[config.mk]
export PLATFORM = sky130hd
export DESIGN_NAME = ax25_address_field_parser
export DESIGN_NICKNAME = d
export VERILOG_FILES = /design/src/rtl/ax25p_pkg.sv /design/src/rtl/ax25p_core.sv /design/src/rtl/ax25p_out_reg.sv /design/src/rtl/ax25_address_field_parser.sv
export SDC_FILE = /design/constraint.sdc
export NUM_CORES = 1
export LEC_CHECK = 0
export BUFFER_PORTS_ARGS = -buffer_cell sky130_fd_sc_hd__buf_2
export CAP_MARGIN = 30
export CORE_MARGIN = 3
export CORE_UTILIZATION = 50
export DETAILED_ROUTE_END_ITERATION = 8
export PLACE_DENSITY = 0.72
export REMOVE_ABC_BUFFERS = 1
export SLEW_MARGIN = 20
export SYNTH_ARGS = -nofsm -noshare
export SYNTH_HDL_FRONTEND = slang
export SYNTH_SLANG_ARGS = --single-unit
[constraint.sdc]
create_clock -name aclk -period 6.3 [get_ports aclk]
set_input_delay 0.315 -clock aclk [delete_from_list [all_inputs] [get_ports aclk]]
set_output_delay 0.315 -clock aclk [all_outputs]
set_load 0.01 [all_outputs]
[src/rtl/ax25p_pkg.sv]
// ----------------------------------------------------------------------------
// AX.25 address field parser package
// Shared constants, codes and the result record passed between the parser
// core and its output register.
// ----------------------------------------------------------------------------
package ax25p_pkg;

    localparam int MAX_DIGIPEATERS_DFLT = 6;
    localparam int ADDR_LEN             = 7;

    localparam int BYTE_W   = 8;
    localparam int ADDR_W   = ADDR_LEN * BYTE_W;
    localparam int BCNT_W   = 3;
    localparam int ANUM_W   = 4;
    localparam int HLEN_W   = 6;

    // Index of the SSID byte, the last one of an address.
    localparam logic [BCNT_W-1:0] LAST_BYTE = BCNT_W'(ADDR_LEN - 1);

    // SSID byte bit positions.
    localparam int EXT_BIT  = 0;
    localparam int DAMA_BIT = 5;
    localparam int CR_BIT   = 7;

    localparam logic signed [3:0] LAST_REP_NONE = -4'sd1;

    typedef enum logic {
        PH_PARSING = 1'b0,
        PH_SKIP    = 1'b1
    } phase_t;

    typedef enum logic [1:0] {
        ROLE_DEST = 2'd0,
        ROLE_SRC  = 2'd1,
        ROLE_DIGI = 2'd2
    } role_t;

    typedef enum logic [1:0] {
        ST_OK        = 2'd0,
        ST_SHORT     = 2'd1,
        ST_TOO_MANY  = 2'd2
    } status_t;

    typedef enum logic [1:0] {
        CR_NONE = 2'd0,
        CR_CMD  = 2'd1,
        CR_RESP = 2'd2
    } cmd_resp_t;

    typedef struct packed {
        logic [ADDR_W-1:0] address_value;
        role_t             address_role;
        logic [2:0]        digi_index;
        logic              has_repeated;
        logic              field_done;
        status_t           status;
        cmd_resp_t         cmd_resp;
        logic              dama_seen;
        logic [2:0]        digi_total;
        logic signed [3:0] last_repeat;
        logic [HLEN_W-1:0] header_length;
    } result_t;

endpackage

[src/rtl/ax25p_core.sv]
// ----------------------------------------------------------------------------
// AX.25 address parser core
// Holds the per-frame parse state and works out, for each accepted byte,
// the next state and the result record (if the byte completes an address
// or ends parsing with an error).
// ----------------------------------------------------------------------------
module ax25p_core #(
    parameter int MAX_DIGIPEATERS = ax25p_pkg::MAX_DIGIPEATERS_DFLT
) (
    input  logic                         aclk,
    input  logic                         aresetn,
    input  logic                         beat,
    input  logic [ax25p_pkg::BYTE_W-1:0] frame_byte,
    input  logic                         frame_end,
    output logic                         res_valid,
    output ax25p_pkg::result_t           res
);
    import ax25p_pkg::*;

    phase_t                   phase_reg,   phase_next;
    logic [BCNT_W-1:0]        bcnt_reg,    bcnt_next;
    logic [ANUM_W-1:0]        anum_reg,    anum_next;
    logic [ADDR_W-1:0]        shift_reg,   shift_next;
    cmd_resp_t                cr_reg,      cr_next;
    logic                     dama_reg,    dama_next;
    logic signed [3:0]        lrep_reg,    lrep_next;

    logic                     parsing;
    logic                     addr_done;
    logic                     is_dest;
    logic                     is_src;
    logic                     is_digi;
    logic                     ext_end;
    logic                     too_many;
    logic                     short_err;
    logic [ADDR_W-1:0]        shifted;
    cmd_resp_t                cr_upd;
    logic                     dama_upd;
    logic signed [3:0]        lrep_upd;
    logic [ANUM_W:0]          digis_held;
    logic [ANUM_W-1:0]        digi_pos;
    logic [6:0]               hlen_full;

    assign parsing   = (phase_reg == PH_PARSING);
    assign addr_done = parsing && (bcnt_reg == LAST_BYTE);
    assign is_dest   = (anum_reg == '0);
    assign is_src    = (anum_reg == ANUM_W'(1));
    assign is_digi   = !is_dest && !is_src;
    assign shifted   = {shift_reg[ADDR_W-BYTE_W-1:0], frame_byte};
    assign digi_pos  = anum_reg - ANUM_W'(2);

    // Digipeaters held up to and including this address: address number minus one.
    assign digis_held = {1'b0, anum_reg} - (ANUM_W+1)'(1);

    // The destination never ends the field; its extension bit is ignored.
    assign ext_end   = addr_done && !is_dest && frame_byte[EXT_BIT];
    assign too_many  = addr_done && !is_dest && !frame_byte[EXT_BIT]
                       && (digis_held >= (ANUM_W+1)'(MAX_DIGIPEATERS));
    assign short_err = parsing && frame_end && !ext_end && !too_many;

    assign cr_upd   = (addr_done && is_dest) ?
                          (frame_byte[CR_BIT] ? CR_CMD : CR_NONE) :
                      (addr_done && is_src && frame_byte[CR_BIT]) ? CR_RESP : cr_reg;
    assign dama_upd = (addr_done && is_src) ? !frame_byte[DAMA_BIT] : dama_reg;
    assign lrep_upd = (addr_done && is_digi && frame_byte[CR_BIT]) ?
                          4'(digi_pos) : lrep_reg;

    assign hlen_full = 7'(ADDR_LEN) * (7'(anum_reg) + 7'd1);

    // Next state. Every byte marked as frame end returns to a clean start.
    always_comb begin
        phase_next = phase_reg;
        bcnt_next  = bcnt_reg;
        anum_next  = anum_reg;
        shift_next = shift_reg;
        cr_next    = cr_reg;
        dama_next  = dama_reg;
        lrep_next  = lrep_reg;
        if (frame_end) begin
            phase_next = PH_PARSING;
            bcnt_next  = '0;
            anum_next  = '0;
            shift_next = '0;
            cr_next    = CR_NONE;
            dama_next  = 1'b0;
            lrep_next  = LAST_REP_NONE;
        end else if (parsing) begin
            shift_next = shifted;
            cr_next    = cr_upd;
            dama_next  = dama_upd;
            lrep_next  = lrep_upd;
            if (!addr_done) begin
                bcnt_next = bcnt_reg + BCNT_W'(1);
            end else begin
                bcnt_next = '0;
                if (ext_end || too_many) begin
                    phase_next = PH_SKIP;
                end else begin
                    anum_next = anum_reg + ANUM_W'(1);
                end
            end
        end
    end

    // Result record for this byte.
    always_comb begin
        res_valid = parsing && (addr_done || frame_end);
        res       = '0;
        if (too_many) begin
            res.field_done = 1'b1;
            res.status     = ST_TOO_MANY;
        end else if (short_err) begin
            res.field_done = 1'b1;
            res.status     = ST_SHORT;
        end else begin
            res.address_value = shifted;
            res.address_role  = is_dest ? ROLE_DEST : (is_src ? ROLE_SRC : ROLE_DIGI);
            res.digi_index    = is_digi ? digi_pos[2:0] : 3'd0;
            res.has_repeated  = is_digi && frame_byte[CR_BIT];
            if (ext_end) begin
                res.field_done    = 1'b1;
                res.status        = ST_OK;
                res.cmd_resp      = cr_upd;
                res.dama_seen     = dama_upd;
                res.digi_total    = digis_held[2:0];
                res.last_repeat   = lrep_upd;
                res.header_length = hlen_full[HLEN_W-1:0];
            end
        end
    end

    always_ff @(posedge aclk) begin
        if (!aresetn) begin
            phase_reg <= PH_PARSING;
            bcnt_reg  <= '0;
            anum_reg  <= '0;
            cr_reg    <= CR_NONE;
            dama_reg  <= 1'b0;
            lrep_reg  <= LAST_REP_NONE;
        end else if (beat) begin
            phase_reg <= phase_next;
            bcnt_reg  <= bcnt_next;
            anum_reg  <= anum_next;
            cr_reg    <= cr_next;
            dama_reg  <= dama_next;
            lrep_reg  <= lrep_next;
        end
    end

    always_ff @(posedge aclk) begin
        if (beat) begin
            shift_reg <= shift_next;
        end
    end

endmodule

[src/rtl/ax25p_out_reg.sv]
// ----------------------------------------------------------------------------
// AX.25 address parser output register
// Holds one result record for the output channel and lets a new byte in
// whenever the register is empty or being emptied in the same cycle.
// ----------------------------------------------------------------------------
module ax25p_out_reg (
    input  logic               aclk,
    input  logic               aresetn,
    input  logic               load,
    input  ax25p_pkg::result_t load_data,
    output logic               accept_ok,
    output logic               m_valid,
    input  logic               m_ready,
    output ax25p_pkg::result_t m_data
);
    import ax25p_pkg::*;

    logic    valid_reg, valid_next;
    result_t data_reg;

    assign accept_ok = !valid_reg || m_ready;

    always_comb begin
        valid_next = valid_reg;
        if (load) begin
            valid_next = 1'b1;
        end else if (m_ready) begin
            valid_next = 1'b0;
        end
    end

    always_ff @(posedge aclk) begin
        if (!aresetn) begin
            valid_reg <= 1'b0;
        end else begin
            valid_reg <= valid_next;
        end
    end

    always_ff @(posedge aclk) begin
        if (load) begin
            data_reg <= load_data;
        end
    end

    assign m_valid = valid_reg;
    assign m_data  = data_reg;

endmodule

[src/rtl/ax25_address_field_parser.sv]
// ----------------------------------------------------------------------------
// AX.25 address field parser
// Takes frame bytes one beat at a time on the s_ channel and returns one
// beat on the m_ channel for each completed 7-byte address (destination,
// source, digipeaters) or for a parse error. The beat that ends the address
// field (extension bit set) carries the field summary; it and every error
// beat have m_field_done high. Bytes after the field are dropped until the
// byte marked with s_frame_end, which always restarts parsing.
// Throughput is one byte per cycle while s_ready is high. A result is
// presented on the m_ ports in the cycle after the byte that causes it
// is accepted; the path is the parse logic between the frame state
// registers and the output register. s_ready stays high while the output
// register is empty or being read, so a stalled receiver holds input only
// once a result is waiting. Reset (aresetn low, synchronous) drops any
// pending result and returns the parser to the start of a frame.
// ----------------------------------------------------------------------------
module ax25_address_field_parser #(
    parameter int MAX_DIGIPEATERS = ax25p_pkg::MAX_DIGIPEATERS_DFLT
) (
    input  logic                         aclk,
    input  logic                         aresetn,
    input  logic                         s_valid,
    output logic                         s_ready,
    input  logic [7:0]                   s_frame_byte,
    input  logic                         s_frame_end,
    output logic                         m_valid,
    input  logic                         m_ready,
    output logic [55:0]                  m_address_value,
    output logic [1:0]                   m_address_role,
    output logic [2:0]                   m_digi_index,
    output logic                         m_has_repeated,
    output logic                         m_field_done,
    output logic [1:0]                   m_status,
    output logic [1:0]                   m_cmd_resp,
    output logic                         m_dama_seen,
    output logic [2:0]                   m_digi_total,
    output logic signed [3:0]            m_last_repeat,
    output logic [5:0]                   m_header_length
);
    import ax25p_pkg::*;

    logic    s_beat;
    logic    res_valid;
    result_t res;
    result_t out_data;

    assign s_beat = s_valid && s_ready;

    ax25p_core #(
        .MAX_DIGIPEATERS (MAX_DIGIPEATERS)
    ) u_core (
        .aclk       (aclk),
        .aresetn    (aresetn),
        .beat       (s_beat),
        .frame_byte (s_frame_byte),
        .frame_end  (s_frame_end),
        .res_valid  (res_valid),
        .res        (res)
    );

    ax25p_out_reg u_out (
        .aclk      (aclk),
        .aresetn   (aresetn),
        .load      (s_beat && res_valid),
        .load_data (res),
        .accept_ok (s_ready),
        .m_valid   (m_valid),
        .m_ready   (m_ready),
        .m_data    (out_data)
    );

    assign m_address_value = out_data.address_value;
    assign m_address_role  = out_data.address_role;
    assign m_digi_index    = out_data.digi_index;
    assign m_has_repeated  = out_data.has_repeated;
    assign m_field_done    = out_data.field_done;
    assign m_status        = out_data.status;
    assign m_cmd_resp      = out_data.cmd_resp;
    assign m_dama_seen     = out_data.dama_seen;
    assign m_digi_total    = out_data.digi_total;
    assign m_last_repeat   = out_data.last_repeat;
    assign m_header_length = out_data.header_length;

endmodule
==> metrics.cfg <==
[cts]
ctsResizeCount=0
ctsLongestPathBuffers=2
post_cts_buffers=0
clock_sinks=144
cts-htree-levels=4
clk_latency_ns=0.41
tritoncts=yes
cts_buffers=17
clockRootBuffer=clkbuf_16
clk_pin_slew_ns=0.05
hold_buffers=0

[run]
cap_violations=0

[critical_path]
crit_path_max_fanout=54
cp-start-kind=flop
cp.arrival_ns=3.04
worstSetupEndpointType=flop
cp.required_ns=6.33
crit_type=flop to flop

[floorplan]
dieArea_sq_um=13600
ios=96
placementRows=39
dieWidth_microns=117
initial_core_util=0.523
coreArea_sq_um=11700
die_h_microns=117

[pwr]
power.leakage_nw=2.79
powerDensity_nw_per_um2=298
ir_drop_mv=0.127

[detailed_routing]
post_drt_wl_per_cell_microns=16.4
drt-total-wl_microns=11300
vias=3712
drt-initial-drc-count=275
dr.pass1.iters=5
drc_errors=0
drtAntennaViolNets=0
vias_per_cell=5.37

[final_layout]
seq_area_sq_um=4160
num_antenna_cells=0
multi_input_area_sq_um=1810
largest_reg_flops=80
filler_cell_count=889
final_nets=565
drive_above_1_share=0.246
final_core_util=0.627
area_growth_pct=19.9

[logic_synthesis]
synth_top_area_frac=0.627
syn_inst=442
yosysMostFrequentCell=edfxtp_1
netlist_top_cells_area=edfxtp_1 (63%), a21boi_0 (6.6%), dfxtp_1 (5.2%)
synth_top_area_cell=edfxtp_1
synth_seq_cells=144
synthTopCellsByCount=edfxtp_1 (128), a21boi_0 (54), nor2b_1 (50)
synth_edf_count=128
yosys_warnings=0
synth.avg_cell_area_sq_um=13.9
synth.cell_area_sq_um=6130
synthArstFlopShare=0
synthFlopType=edfxtp_1
synth_cell_types=53
ys_seq_area_frac=0.680

[sta]
hold_viol=0
final.setup.tns_ns=0
relSlewSlack=0.467
worst_slew_pin_slew_ns=0.797
finalClockSkew_ns=0.00713
holdWs_ns=0.198
timing.final.crit_period_ns=3.01
min_period_over_period=0.477
fmax_ghz=0.333
rsz0062_at_grt=no
slew_viol_final=0
report.final.setup_viol=0

[grt]
track_usage=0.175
grt_pass1_wl_microns=18000
grt-ovfl-total=0
grt_pass1_vias=3613
antenna_found_initial=0
grt_max_degree=75

[place]
port_buffers=95
dp.final_hpwl_microns=7200
gp_routability_congestion=0.832

[min_path]
hp-class=input port to flop

[status]
status=complete, no violations

where the power goes:
part | switching [mW] | leakage, nW | internal [mW] | total, mW
logic | 0.0770 | 1.13 | 0.0495 | 0.127
clock network | 0.341 | 0.275 | 0.618 | 0.958
registers | 0.0156 | 1.38 | 1.09 | 1.11
cell usage in the layout (no fill, tap or decap), drive strengths merged, types with 3 or more instances in the layout:
master	netlist	routed
dfxtp	16	16
edfxtp	128	128
bufinv	0	3
clkinv	1	6
nand3	6	6
a21boi	54	54
a21oi	14	14
o21ai	4	4
nand2b	5	5
buf	6	102
clkbuf	22	24
nand2	10	10
nor3	3	3
xnor2	7	7
a211oi	7	7
nor2	27	27
and3	7	7
and2	4	4
a31oi	4	4
fa	3	3
or3	3	3
ha	14	14
inv	13	13
nor2b	50	50
nand4	4	4
stage by stage:
stage          instance area [sq um]  setup slack, ns  instances  power (mW)
6_report                        7350             3.29        691        2.19
5_1_grt                         7350             3.04        691        2.27
4_1_cts                         7340             3.22        690        2.21
3_5_place_dp                    6780             3.22        658        1.25
3_3_place_gp                    6700             3.04        655        1.24
2_1_floorplan                   6000             1.22        414        1.19
metal layers:
metal	track usage	wire length, microns
met1	0.222	4850
met2	0.286	5710
met3	0.0399	553
met4	0.0826	194
met5	0	0
worst paths after layout:
kind,startpoint,cells past startpoint,to,slack (ns)
max,u_core.bcnt_reg[0]$_SDFFE_PN0P_,7,u_out.m_data[54]$_SDFFCE_PP0P_,3.29
min,aresetn,2,u_core.lrep_reg[0]$_SDFFE_PN1P_,0.20
max reg2reg,u_core.bcnt_reg[0]$_SDFFE_PN0P_,7,u_out.m_data[54]$_SDFFCE_PP0P_,3.29
min reg2reg,u_core.cr_reg[1]$_SDFFE_PN0P_,2,u_core.cr_reg[1]$_SDFFE_PN0P_,0.46
area by class of cell:
type / count / area share
flip-flops and latches: 144 / 0.567
well taps: 143 / 0.0244
multi-input cells: 256 / 0.246
clock inverters: 8 / 0.0153
repair buffers: 102 / 0.0787
inverters: 14 / 0.00715
clock buffers: 24 / 0.0615
worst max-delay path, stage by stage (launching register included):
cell and delay, ns:
dfxtp_1 0.34, inv_1 0.07, ha_1 0.16, and3b_1 0.38, o21ai_0 0.13, buf_4 0.21
nor2_4 0.61, buf_4 0.68
logic make-up (layout without fill, tap and decap cells):
kind of cell               after synthesis  count (layout)  share of synthesized area
AOI/OAI and AO/OA                      101             101                      0.119
xor gates and xnor gates                 9               9                     0.0129
adders and majority gates               17              17                     0.0384
buffers and inverters                   42             148                     0.0292
DFF                                    144             144                      0.680
muxes                                    2               2                    0.00327
and+or+nand+nor                        127             127                      0.118
(Power assumes the default switching activity.)
